[config.mk]
export PLATFORM = sky130hd
export DESIGN_NAME = vmm_queue
export DESIGN_NICKNAME = d
export VERILOG_FILES = /design/src/vmm_pkg.sv /design/src/vmm_queue.sv
export SDC_FILE = /design/constraint.sdc
export NUM_CORES = 1
export LEC_CHECK = 0
export ABC_AREA = 1
export BUFFER_PORTS_ARGS = -buffer_cell sky130_fd_sc_hd__buf_4
export CELL_PAD_IN_SITES_DETAIL_PLACEMENT = 1
export CELL_PAD_IN_SITES_GLOBAL_PLACEMENT = 1
export CORE_MARGIN = 10
export CORE_UTILIZATION = 43
export CTS_CLUSTER_SIZE = 28
export DETAILED_ROUTE_END_ITERATION = 8
export GPL_ROUTABILITY_DRIVEN = 0
export HOLD_SLACK_MARGIN = 0.03
export PLACE_DENSITY_LB_ADDON = 0.05
export SLEW_MARGIN = 30
export SYNTH_ARGS = -nofsm -noshare
export SYNTH_HDL_FRONTEND = slang
export SYNTH_SLANG_ARGS = --single-unit
export TNS_END_PERCENT = 1
[constraint.sdc]
create_clock -name clk -period 3.19 [get_ports clk]
set_clock_uncertainty 0.15 [all_clocks]
set_input_delay 0.319 -clock clk [delete_from_list [all_inputs] [get_ports clk]]
set_output_delay 0.319 -clock clk [all_outputs]
set_load 0.005 [all_outputs]
[src/vmm_pkg.sv]
// Shared types and constants for the vector matrix multiply block.
// Used by every module of the block; depends on nothing.
`default_nettype none

package vmm_pkg;

  localparam int ROW_W             = 4;
  localparam int DOT_W             = 36;
  localparam int CFG_W             = 5;
  localparam int QUEUE_DEPTH       = 2;
  localparam logic [CFG_W-1:0] ACTIVE_SIZE_RESET = 5'd16;

  typedef enum logic [0:0] {
    OP_WEIGHT = 1'b0,
    OP_VECTOR = 1'b1
  } op_t;

  typedef struct packed {
    op_t              op;
    logic             start;
    logic             wr_en;
    logic [ROW_W-1:0] row;
    logic [ROW_W-1:0] column;
  } cmd_t;

  typedef enum logic [1:0] {
    B_IDLE,
    B_ISSUE,
    B_DRAIN
  } bstate_t;

endpackage

`default_nettype wire

[src/vmm_queue.sv]
// Short FIFO between the front end and the execution back end.
// Depends on vmm_pkg for its depth.
`default_nettype none

module vmm_queue #(
  parameter int WIDTH = 32
) (
  input  wire logic             clk,
  input  wire logic             rst,
  input  wire logic             push,
  input  wire logic [WIDTH-1:0] wdata,
  input  wire logic             pop,
  output logic      [WIDTH-1:0] rdata,
  output logic                  full,
  output logic                  empty
);

  localparam int DEPTH = vmm_pkg::QUEUE_DEPTH;
  localparam int PTR_W = (DEPTH > 1) ? $clog2(DEPTH) : 1;
  localparam int CNT_W = $clog2(DEPTH + 1);

  logic [WIDTH-1:0] entries [DEPTH];
  logic [PTR_W-1:0] wr_ptr;
  logic [PTR_W-1:0] rd_ptr;
  logic [CNT_W-1:0] count;

  assign full  = count == CNT_W'(DEPTH);
  assign empty = count == '0;
  assign rdata = entries[rd_ptr];

  always_ff @(posedge clk) begin
    if (rst) begin
      wr_ptr <= '0;
      rd_ptr <= '0;
      count  <= '0;
    end else begin
      if (push) begin
        wr_ptr <= (wr_ptr == PTR_W'(DEPTH - 1)) ? '0 : wr_ptr + PTR_W'(1);
      end
      if (pop) begin
        rd_ptr <= (rd_ptr == PTR_W'(DEPTH - 1)) ? '0 : rd_ptr + PTR_W'(1);
      end
      case ({push, pop})
        2'b10:   count <= count + CNT_W'(1);
        2'b01:   count <= count - CNT_W'(1);
        default: count <= count;
      endcase
    end
  end

  always_ff @(posedge clk) begin
    if (push) begin
      entries[wr_ptr] <= wdata;
    end
  end

endmodule

`default_nettype wire

* Word-level counts from Yosys, hierarchy flattened
Memories as Yosys holds them, arrays and structs flattened. A register that Yosys moved wholly into a read port is not among the register bits.
Cells that the tools add are included.
** Storage, ports and cells
- Memories :: 1
- RAM bits :: 64
- Bits in latches :: 0
- Bits of input ports :: 36
- Bits in read-only memories :: 0
- Flip-flop bits (word level) :: 4
** Memory list
- entries :: depth 2, width 32, read ports 1, clocked after Yosys merged registers in 1, write ports 1, line vmm_queue.sv:22 : logic [WIDTH-1:0] entries [DEPTH];
** Operators by class
- Reduce and logical (&&, ||, !) cells :: 2
- Magnitude comparators :: 0
- $mul :: 0
- Bitwise gates (word level) :: 0
- Multiplexer cells :: 7
- $add $sub $neg :: 4
- Equal/unequal tests :: 3
- Divide/modulo/power cells :: 0
- Shifts and indexed selects :: 0
** Operator list (count)
- $mux W1 :: 6
- $eq A2 B2 Y1 const B :: 2
- $pmux W2 S2 :: 1
- $add A1 B1 Y1 const B :: 2
- $add A2 B1 Y2 const B :: 1
- $eq A2 B1 Y1 const B :: 1
- $logic_not A2 Y1 :: 1
- $reduce_bool A2 Y1 :: 1
- $sub A2 B1 Y2 const B :: 1

* Longest topological paths before layout
Gate-level depths: netlist of the first run.
- Depth in word-level cells :: 4
- Depth in mapped cells :: 7
- Mapped depth without buffers :: 7

* Worst setup path after synthesis of the first run
No wires, ideal clock.
- Kind :: input -> register
- Start :: input port push
- End :: memory entries[0][0] (enable)
- Arrival time :: 1.724 ns
- Path buffers :: 0
- Setup time :: 0.422 ns
- Cell stages on the path :: 2
- Slack :: 0.894 ns
- Cell sequence :: inv_1 > nor2_1
** On the way
- Cells in the longest elaborated chain, start to end :: 2
** RTL lines
- start: declaration :: line vmm_queue.sv:10 : input wire logic push,
- $mux W1 :: line vmm_queue.sv:52 : if (push) begin
- $mux W1 (not written as such) :: line vmm_queue.sv:53 : entries[wr_ptr] <= wdata;
- end: declaration :: line vmm_queue.sv:22
Every way passes these cells.

==> results of run 1 <==
cells in the mapped netlist:
cell type	number
o21ai_0	1
edfxtp_1	64
buf_12	3
ha_1	1
nor3_1	1
mux2_2	2
nand4_1	1
nand2_1	5
mux2_4	30
xnor2_1	1
inv_1	7
dfxtp_1	5
a21oi_1	1
buf_6	1
nor2_1	10
routing by layer:
| metal | part of all wire [%] | track usage, % | vias to the layer above |
|---|---|---|---|
| met5 | 0 | 0 | - |
| met4 | 1.3 | 5.292 | 0 |
| met3 | 5.8 | 4.360 | 7 |
| met2 | 58 | 23.00 | 46 |
| met1 | 35 | 11.08 | 721 |
| li1 | - | - | 724 |
power breakdown:
part           switching (mW)  leakage, nW  total, mW  internal, mW
clock                   0.296       0.0872      0.597         0.300
sequential             0.0321        0.643       1.08          1.04
combinational           0.100        0.811      0.288         0.188
worst paths after layout:
kind	depth (start not counted)	startpoint	end	slack [ns]
max	3	register	rdata[16]	0.79
max reg2reg	3	wr_ptr$_SDFFE_PP0P_	entries[1][27]$_DFFE_PP_	1.46
min	3	pop	register	0.14
min reg2reg	2	count[1]$_SDFFE_PP0P_	count[1]$_SDFFE_PP0P_	0.39
layout make-up:
type	instances	area, um^2	share of cell area, %
tap	75	93.84	2.479
timing repair buffer	106	898.4	23.74
clock inverter	3	15.01	0.3967
sequential	69	2023	53.45
multi-input combinational	53	579.3	15.31
inverter	7	26.28	0.6942
clock buffer	13	148.9	3.934
state kept, by name, indices dropped and copies added, names as in the netlist, named ones only:
signal,count
entries,64
rd_ptr,1
count,2
wr_ptr,1
what timing repair did:
action	in CTS	in global routing
hold buffers	33	0
gates resized for setup	0	0
endpoints found under the hold margin	67	0
per-stage QoR:
stage	power (mW)	hold WS, ns	std cells
after floorplan	1.224	0.2414	133
after global placement	1.336	0.3463	276
after detailed placement	1.351	0.3572	276
after CTS	1.990	0.08579	325
after global routing	2.053	0.1331	326
final	1.961	0.1351	326
critical path, delay by kind of cell, from the launching register on:
family | cells | cell delay (ns)
flip-flops | 1 | 0.85
buffers and inverters | 2 | 0.44
multiplexers | 1 | 0.32
logic make-up after synthesis:
family | count (synthesis) | synth area share (%)
buf+inv | 11 | 3.626
flops | 69 | 75.13
mux | 32 | 17.57
simple gates | 17 | 2.511
xor+xnor | 1 | 0.3255
fa+ha+maj | 1 | 0.4648
compound gates | 2 | 0.3716
==> summary.md, run 1 <==
| Metric | Value |
|---|---|
| Finished Cell Area | between 3000 and 4000 um^2 |
| Synth top area share | 71.41% |
| First-pass GRT wire length | ~9 mm |
| Worst EP arrival | between 1.5 and 2 ns |
| Slew headroom | between 40% and 50% |
| Gr usage total | between 10% and 20% |
| DP Wirelength | just under 4 mm |
| # IOs | 70 |
| Row count | 28 |
| Die Footprint | between 9000 and 10000 um^2 |
| Slowest stage cell, crit path | dfxtp_2 |
| Register area share after synthesis | about three quarters |
| Crit path kind | reg2out |
| PortBufs | between 60 and 70 |
| Share of cells above drive strength 1 | a little under half |
| P_leak | 1.541 nW |
| Syn Area/Cell | between 20 and 25 um^2 |
| CP startpoint kind | register |
| Fin worst setup slack | slightly below 0.8 ns |
| Number of global-route vias before repair | roughly 1800 |
| Cell Area, Synth | 2691 um^2 |
| Slew @ Worst Pin | slightly below 0.8 ns |
| Die W | 99.12 um |
| Post-place setup slack | about 1.1 ns |
| Post-CTS Setup Inserts | 0 |
| Die H | ~100 um |
| Pin count of the biggest net entering global routing | 33 |
| GRT Residual Overflow | 0 |
| Vias per cell | approximately 4.6 |
| Yosys synthesis warning count | 0 |
| Power per cell area | slightly above 500 nW/um^2 |
| Status | completed |
| Flops & latches, synth | 69 |
| Post-DR wirelength/cell | between 15 and 20 um |
| N_diodes | 0 |
| Drt first pass iters | 4 |
| Clock Tree Root | clkbuf_8 |
| RSZ-0062 raised after global routing | no |
| VDD IR-drop max | about 0.28 mV |
| Net Count, Synth | 170 |
| Core footprint | 5991 um^2 |
| Fin crit period | approximately 2.4 ns |
| Library cells used by synthesis | 15 |
| Crit-path max cell delay | 0.85 ns |
| Initial Util | roughly 45% |
| Achievable clock frequency | 416.3 MHz |
| DR iter-0 viols | 48 |
| DRC Markers | 0 |
| Layout Utilization | between 60% and 70% |
| Setup violators final | 0 |
| Final Cycle Share | 75.30% |
| CTS max path bufs | 2 |
| Crit path capture type | primary output |
| Post-synthesis instance total | ~130 |
| Final antenna-violating net count | 0 |
| DP Area | between 3000 and 4000 um^2 |
| Hold Vio Cnt, Final | 0 |
| Fill cells | ~550 |
| Max cap viols | 0 |
| Clk_lat worst skew | between 0.3 and 0.4 ns |
| Final nets | 283 |
| Routed WL | roughly 5.8 mm |
| CP max FO | 24 |
| # H-tree levels | 3 |
| CTS buffer count | 9 |
| Most frequent cells in the layout | 72 x buf_4, 64 x edfxtp_1, 33 x dlygate4sd3_1, 30 x mux2_4, 10 x clkbuf_8 |
| CTS tree | yes |
| Crit-path cells | buf_4, mux2_4, buf_4 |
| Dominant cell type by area after synthesis | edfxtp_1 |
| Critical Path RT | around 2.7 ns |
| CP most frequent cell | buf_4 |
| Vias | around 1500 |
| Hold WC Path Type | in2reg |
| Setup TNS | 0 ns |
| Area grow syn2layout | 40.63% |
| Top cells by area, synth | edfxtp_1 71%, mux2_4 17%, dfxtp_1 3.7% |
| CTS clk-pin slew, worst paths | about 0.07 ns |
| Max-slew violation count | 0 |
| Clk sinks | slightly below 70 |
| Initial antenna violation count | 0 |
| Commonest non-fill, non-tap cell in the layout | buf_4 |
(Power assumes the default switching activity.)
==> inputs of run 2 (changes only) <==
Settings changed: ABC_AREA 1 to 0.
Clock period 3.19 ns to 2.31 ns, I/O delays scaled along.
==> run 2 against run 1 <==
  * Sequential cell count is the same
  * Non-clock buffer count increased by 3
  * Largest power group unchanged
  * Wire length grew 9.0%
  * Sequential power rose by 37%
==> summary.md, run 2 <==
| Metric | Value |
|---|---|
| Status | completed (unchanged) |
| WP depth | 3 (unchanged) |
| Worst Hold Depth | 3 (unchanged) |
| Top cells by area, synth | edfxtp_1 76%, mux2_2 13%, dfxtp_1 4.0% (was edfxtp_1 71%, mux2_4 17%, dfxtp_1 3.7%) |
| Finished Cell Area | 3697 um^2 (was 3785 um^2) |
| Slew @ Worst Pin | 0.4361 ns (was 0.7958 ns) |
| Fin crit period | 1.982 ns |
| Crit-path max cell delay | 0.41 ns (was 0.85 ns) |
| Crit path capture type | primary output (unchanged) |
| N_diodes | 0 (unchanged) |
| RSZ-0062 raised after global routing | no (unchanged) |
| Register area share after synthesis | 80.44% (was 75.13%) |
| Largest Register | entries (unchanged) |
| Pin count of the biggest net entering global routing | 33 (unchanged) |
| Setup violators final | 0 (unchanged) |
| Die Footprint | 9304 um^2 (was 9824 um^2) |
| PortBufs | 69 (unchanged) |
| Routed WL | 6.279 mm (was 5.760 mm) |
| Post-DR wirelength/cell | 19.93 um (was 17.67 um) |
| Clk sinks | 69 (unchanged) |
| GRT Residual Overflow | 0 (unchanged) |
| Drt first pass iters | 4 (unchanged) |
| Critical Path RT | 1.93 ns (was 2.72 ns) |
| Synth cell count leaders | 64 x edfxtp_1, 30 x mux2_2, 6 x nor2_1 (was 64 x edfxtp_1, 30 x mux2_4, 10 x nor2_1) |
| VDD IR-drop max | 0.5435 mV (was 0.2841 mV) |
| Number of synthesized flops with an enable pin | 64 (unchanged) |
| Hold Vio Cnt, Final | 0 (unchanged) |
| Cell Area, Synth | 2514 um^2 (was 2691 um^2) |
| DP Area | 3141 um^2 (was 3263 um^2) |
| Vias per cell | 4.702 (was 4.595) |
| P_leak | 1.422 nW (was 1.541 nW) |
| CP max FO | 32 (was 24) |
| Share of cells above drive strength 1 | 49.38% (was 47.81%) |
| CTS clk-pin slew, worst paths | 0.07 ns (about the same) |
| Worst r2r path cells | 3 (unchanged) |
| Flops & latches, synth | 69 (unchanged) |
| Achievable clock frequency | a little over 500 MHz |
| Fin worst setup slack | 0.3276 ns (was 0.7879 ns) |
| # H-tree levels | 3 (unchanged) |
| Commonest non-fill, non-tap cell in the layout | buf_4 (unchanged) |
| Buf+Inv Stages, Crit Path | 2 (unchanged) |
| Final Cycle Share | between 80% and 90% |
| CTS buffer count | 9 (unchanged) |
| DP Wirelength | 3.982 mm (was 3.923 mm) |
| Net Count, Synth | 159 (was 170) |
| Hold Slack | 0.2596 ns (was 0.1351 ns) |
| Max-slew violation count | 0 (unchanged) |
| Dominant cell type by area after synthesis | edfxtp_1 (unchanged) |
| CTS max path bufs | 2 (unchanged) |
| Ys async rst share | 0% (unchanged) |
| DRC Markers | 0 (unchanged) |
| Setup TNS | 0 ns (unchanged) |
| Most common cell in the netlist | edfxtp_1 (unchanged) |
| Slew headroom | 70.92% (was 46.95%) |
| Area grow syn2layout | 47.09% (was 40.63%) |
| Vias | 1481 (was 1498) |
| Clk_lat worst skew | 0.33 ns (about the same) |
| Max reg flops | 64 (unchanged) |
| First-pass GRT wire length | 9.563 mm (was 9.163 mm) |
| Power per cell area | 790.5 nW/um^2 (was 518.2 nW/um^2) |
| Crit-path cells | buf_4, mux2_2, buf_4 (was buf_4, mux2_4, buf_4) |
| CTS tree | yes (unchanged) |
| Biggest regs | entries x64, count x2 (unchanged) |
| CP startpoint kind | register (unchanged) |
| Syn Area/Cell | 20.60 um^2 (was 20.24 um^2) |
| Yosys synthesis warning count | 0 (unchanged) |
| Row count | 27 (was 28) |
| Worst EP arrival | 1.60 ns (was 1.93 ns) |
| CP delay by family, top | buffers and inverters (was flip-flops) |
| CP most frequent cell | buf_4 (unchanged) |
| Die H | 96.46 um (was 99.12 um) |
| Layout Utilization | 66.33% (was 63.18%) |
| # resized after CTS | 0 (unchanged) |
| Final antenna-violating net count | 0 (unchanged) |
| # IOs | 70 (unchanged) |
| Initial Util | 45.10% (was 44.92%) |
| Hold WC Path Type | in2reg (unchanged) |
| Library cells used by synthesis | 16 (was 15) |
| Initial antenna violation count | 0 (unchanged) |
| Die W | 96.46 um (was 99.12 um) |
| Ys flop type | edfxtp_1 (unchanged) |
| Number of global-route vias before repair | 1735 (was 1802) |
| Crit path kind | reg2out (unchanged) |
| Post-place setup slack | 0.6866 ns (was 1.128 ns) |
| Clock Tree Root | clkbuf_8 (unchanged) |
| Core footprint | 5574 um^2 (was 5991 um^2) |
| Max cap viols | 0 (unchanged) |
| Most frequent cells in the layout | 74 x buf_4, 64 x edfxtp_1, 35 x dlygate4sd3_1, 30 x mux2_2, 9 x clkbuf_8 (was 72 x buf_4, 64 x edfxtp_1, 33 x dlygate4sd3_1, 30 x mux2_4, 10 x clkbuf_8) |
| Synth top area share | 76.46% (was 71.41%) |
| Gr usage total | 14.14% (was 12.05%) |
| Post-synthesis instance total | 122 (was 133) |
| Slowest stage cell, crit path | mux2_2 (was dfxtp_2) |
| DR iter-0 viols | 42 (was 48) |
| Final nets | 275 (was 283) |
==> run 2: cell count changes in the layout (fill, tap and decap cells not counted), moves of 4 or more <==
cell     previous run  this run
nor2_1              9         5
mux2_4             30         0
inv_1               7         1
mux2_2              2        30
nand2_1             5         0
==> run 2: through the flow <==
step / power (mW) / instances
2_1_floorplan: 1.652 / 122
3_3_place_gp: 1.841 / 264
3_5_place_dp: 1.862 / 264
4_1_cts: 2.948 / 315
5_1_grt: 3.037 / 315
6_report: 2.923 / 315
==> run 2: path summary, 6_finish.rpt <==
kind	slack [ns]	from	end
max	0.33	register	rdata[3]
min	0.26	push	entries[0][13]$_DFFE_PP_
max reg2reg	0.88	wr_ptr$_SDFFE_PP0P_	wr_ptr$_SDFFE_PP0P_
min reg2reg	0.37	count[1]$_SDFFE_PP0P_	count[1]$_SDFFE_PP0P_
==> run 2: kinds of logic (layout without fill, tap and decap cells) <==
logic type                 after synthesis  in the layout  share of synthesized area [%]
AOI/OAI and AO/OA                        2              2                         0.3978
DFF                                     69             69                          80.44
adders and majority gates                1              1                         0.4977
buffers and inverters                    5            126                          1.194
muxes                                   32             32                          14.34
and+or+nand+nor                          9              9                          1.742
xor gates and xnor gates                 4              4                          1.394
==> run 2: worst register-to-register path, cell delays in order (launching register included) <==
cell	delay [ns]
dfxtp_1	0.41
xnor2_1	0.17
nor2_1	0.05
dlygate4sd3_1	0.55
==> run 2: final cells by class <==
class                      instances  area (um^2)
clock buffer                      11        131.4
sequential                        69         2022
inverter                           1        3.754
multi-input combinational         48        469.2
tap                               72        90.09
timing repair buffer             109        905.9
fill                             498         1877
clock inverter                     5        75.07
==> run 2: repair_timing <==
item	4_1_cts	5_1_grt
endpoints found under the setup margin	0	0
setup buffers	0	0
hold buffers	35	0
hold endpoints to repair	69	0
==> run 2: metal layers <==
layer / GRT usage, % / vias to the layer above / wire length (um)
met5: 0 / - / 0
met4: 4.722 / 0 / 44
met3: 5.628 / 4 / 406
met2: 26.45 / 45 / 3650
met1: 13.80 / 731 / 2177
li1: - / 701 / -
==> run 2: where the power goes <==
part	leakage [nW]	switching, mW	internal (mW)
Sequential	0.642	0.0263	1.45
Combinational	0.673	0.162	0.239
Clock	0.107	0.439	0.603
Total	1.42	0.628	2.30
==> inputs of run 3 (changes only) <==
Settings changed: ABC_AREA 0 to 1.
==> run 3 against run 2 <==
  * Total power shrank 9.3%
  * Critical path depth is the same
  * Largest cell class unchanged
  * Worst setup slack lost 0.082 ns
  * Register-to-register slack lost 0.13 ns
  * Combinational power grew 2%
  * Final cell count grew 3.8%
==> summary.md, run 3 (same netlist as run 1, synthesis figures left out) <==
| Metric | Value |
|---|---|
| Status | completed (unchanged) |
| CTS tree | yes (unchanged) |
| Power per cell area | 700.4 nW/um^2 (was 790.5 nW/um^2) |
| P_leak | 1.541 nW (was 1.422 nW) |
| Core footprint | 5991 um^2 (was 5574 um^2) |
| Slowest stage cell, crit path | dfxtp_2 (was mux2_2) |
| Die Footprint | 9824 um^2 (was 9304 um^2) |
| PortBufs | 69 (unchanged) |
| Buf+Inv Stages, Crit Path | 2 (unchanged) |
| Clk sinks | 69 (unchanged) |
| Final nets | 286 (was 275) |
| Max cap viols | 0 (unchanged) |
| Achievable clock frequency | 484.3 MHz (was 504.4 MHz) |
| DR iter-0 viols | 48 (was 42) |
| Biggest regs | entries x64, count x2 (unchanged) |
| Vias | 1533 (was 1481) |
| Area grow syn2layout | 40.59% (was 47.09%) |
| N_diodes | 0 (unchanged) |
| First-pass GRT wire length | 9.163 mm (was 9.563 mm) |
| Hold Vio Cnt, Final | 0 (unchanged) |
| Fin crit period | 2.065 ns (was 1.982 ns) |
| Clk_lat worst skew | 0.33 ns (about the same) |
| Row count | 28 (was 27) |
| Die H | 99.12 um (was 96.46 um) |
| Number of global-route vias before repair | 1750 (was 1735) |
| CP delay by family, top | flip-flops (was buffers and inverters) |
| Pwr Total | 2.650 mW (was 2.923 mW) |
| Worst EP arrival | 1.68 ns (was 1.60 ns) |
| Setup violators final | 0 (unchanged) |
| Initial antenna violation count | 0 (unchanged) |
| Share of cells above drive strength 1 | 47.62% (was 49.38%) |
| DP Wirelength | 3.949 mm (was 3.982 mm) |
| Initial Util | 44.92% (was 45.10%) |
| Final Cycle Share | 89.38% (was 85.82%) |
| Gr usage total | 12.18% (was 14.14%) |
| Post-DR wirelength/cell | 17.81 um (was 19.93 um) |
| CTS buffer count | 9 (unchanged) |
| VDD IR-drop max | 0.4790 mV (was 0.5435 mV) |
| Commonest non-fill, non-tap cell in the layout | buf_4 (unchanged) |
| Crit path capture type | primary output (unchanged) |
| Most frequent cells in the layout | 74 x buf_4, 64 x edfxtp_1, 34 x dlygate4sd3_1, 30 x mux2_4 (was 74 x buf_4, 64 x edfxtp_1, 35 x dlygate4sd3_1, 30 x mux2_2, 9 x clkbuf_8) |
| RSZ-0062 raised after global routing | no (unchanged) |
| Clock Tree Root | clkbuf_8 (unchanged) |
| Max-slew violation count | 0 (unchanged) |
| Crit-path cells | buf_4, mux2_4, buf_4 (was buf_4, mux2_2, buf_4) |
| CTS max path bufs | 2 (unchanged) |
| Max reg flops | 64 (unchanged) |
| Vias per cell | 4.688 (was 4.702) |
| Slew @ Worst Pin | 0.5345 ns (was 0.4361 ns) |
| Routed WL | 5.824 mm (was 6.279 mm) |
| Die W | 99.12 um (was 96.46 um) |
| # IOs | 70 (unchanged) |
| CTS clk-pin slew, worst paths | 0.07 ns (about the same) |
| Hold WC Path Type | in2reg (unchanged) |
| Largest Register | entries (unchanged) |
| CP startpoint kind | register (unchanged) |
| Pin count of the biggest net entering global routing | 23 (was 33) |
| Critical Path RT | 1.93 ns (about the same) |
| Crit-path max cell delay | 0.61 ns (was 0.41 ns) |
| Final antenna-violating net count | 0 (unchanged) |
| Post-CTS Setup Inserts | 0 (unchanged) |
| # H-tree levels | 3 (unchanged) |
| Setup TNS | 0 ns (unchanged) |
| Drt first pass iters | 4 (unchanged) |
| GRT Residual Overflow | 0 (unchanged) |
| CP most frequent cell | buf_4 (unchanged) |
| CP max FO | 14 (was 32) |
| Slew headroom | 64.33% (was 70.92%) |
| DRC Markers | 0 (unchanged) |
| Crit path kind | reg2out (unchanged) |
## run 3: cell types whose count changed in the layout (fill, tap and decap cells not counted), sizes merged, moves of 2 or more
| cell | delta |
|---|---|
| bufinv | -2 |
| inv | +6 |
| nand2 | +5 |
| nor2 | +4 |
| xnor2 | -2 |
## run 3: timing repair
action | 4_1_cts | 5_1_grt
resized for setup | 0 | 0
setup endpoints to repair | 0 | 0
hold buffers | 34 | 0
hold endpoints to repair | 67 | 0
## run 3: worst paths after layout
kind / end / startpoint / slack, ns / depth (start not counted)
setup reg to reg: entries[1][20]$_DFFE_PP_ / wr_ptr$_SDFFE_PP0P_ / 0.75 / 3
hold reg to reg: rd_ptr$_SDFFE_PP0P_ / rd_ptr$_SDFFE_PP0P_ / 0.39 / 2
hold / removal: wr_ptr$_SDFFE_PP0P_ / push / 0.08 / 3
setup / recovery: rdata[27] / register / 0.25 / 3
## run 3: report_power, final
| part | internal (mW) | leakage, nW | switching (mW) |
|---|---|---|---|
| clock network | 0.366 | 0.0768 | 0.399 |
| registers | 1.44 | 0.643 | 0.0343 |
| logic | 0.260 | 0.821 | 0.147 |
| total | 2.07 | 1.54 | 0.581 |
## run 3: layer usage
metal  global-route usage [%]  vias to the layer above  part of all wire [%]
li1                         -                      724                     -
met2                    22.04                       48                    56
met5                        0                        -                     0
met3                    4.152                       10                   6.1
met1                    12.02                      751                    36
met4                    6.284                        0                   1.8
## run 3: metrics by stage
stage / hold slack [ns] / utilization (%) / cell area (um^2) / setup WS (ns) / instances
finish: 0.08096 / 63.16 / 3784 / 0.2453 / 327
global route: 0.09054 / 63.16 / 3784 / 0.1584 / 327
CTS: 0.05590 / 63.16 / 3784 / 0.1998 / 327
detailed placement: 0.2687 / 55.05 / 3298 / 0.5636 / 279
global placement: 0.2658 / 55.05 / 3298 / 0.6139 / 279
floorplan: 0.1534 / - / 2691 / 0.06163 / 133
## run 3: area by class of cell
| type | count | area [um^2] |
|---|---|---|
| Clock buffer | 10 | 127.6 |
| Clock inverter | 4 | 17.52 |
| Fill cell | 553 | 2207 |
| Inverter | 7 | 26.28 |
| Multi-Input combinational cell | 53 | 579.3 |
| Sequential cell | 69 | 2023 |
| Tap cell | 75 | 93.84 |
| Timing Repair Buffer | 109 | 915.9 |
## run 3: worst register-to-register path, stage by stage, from the launching register on
cell	delay [ns]
dfxtp_1	0.39
nand2_1	0.07
inv_1	0.40
buf_12	0.25
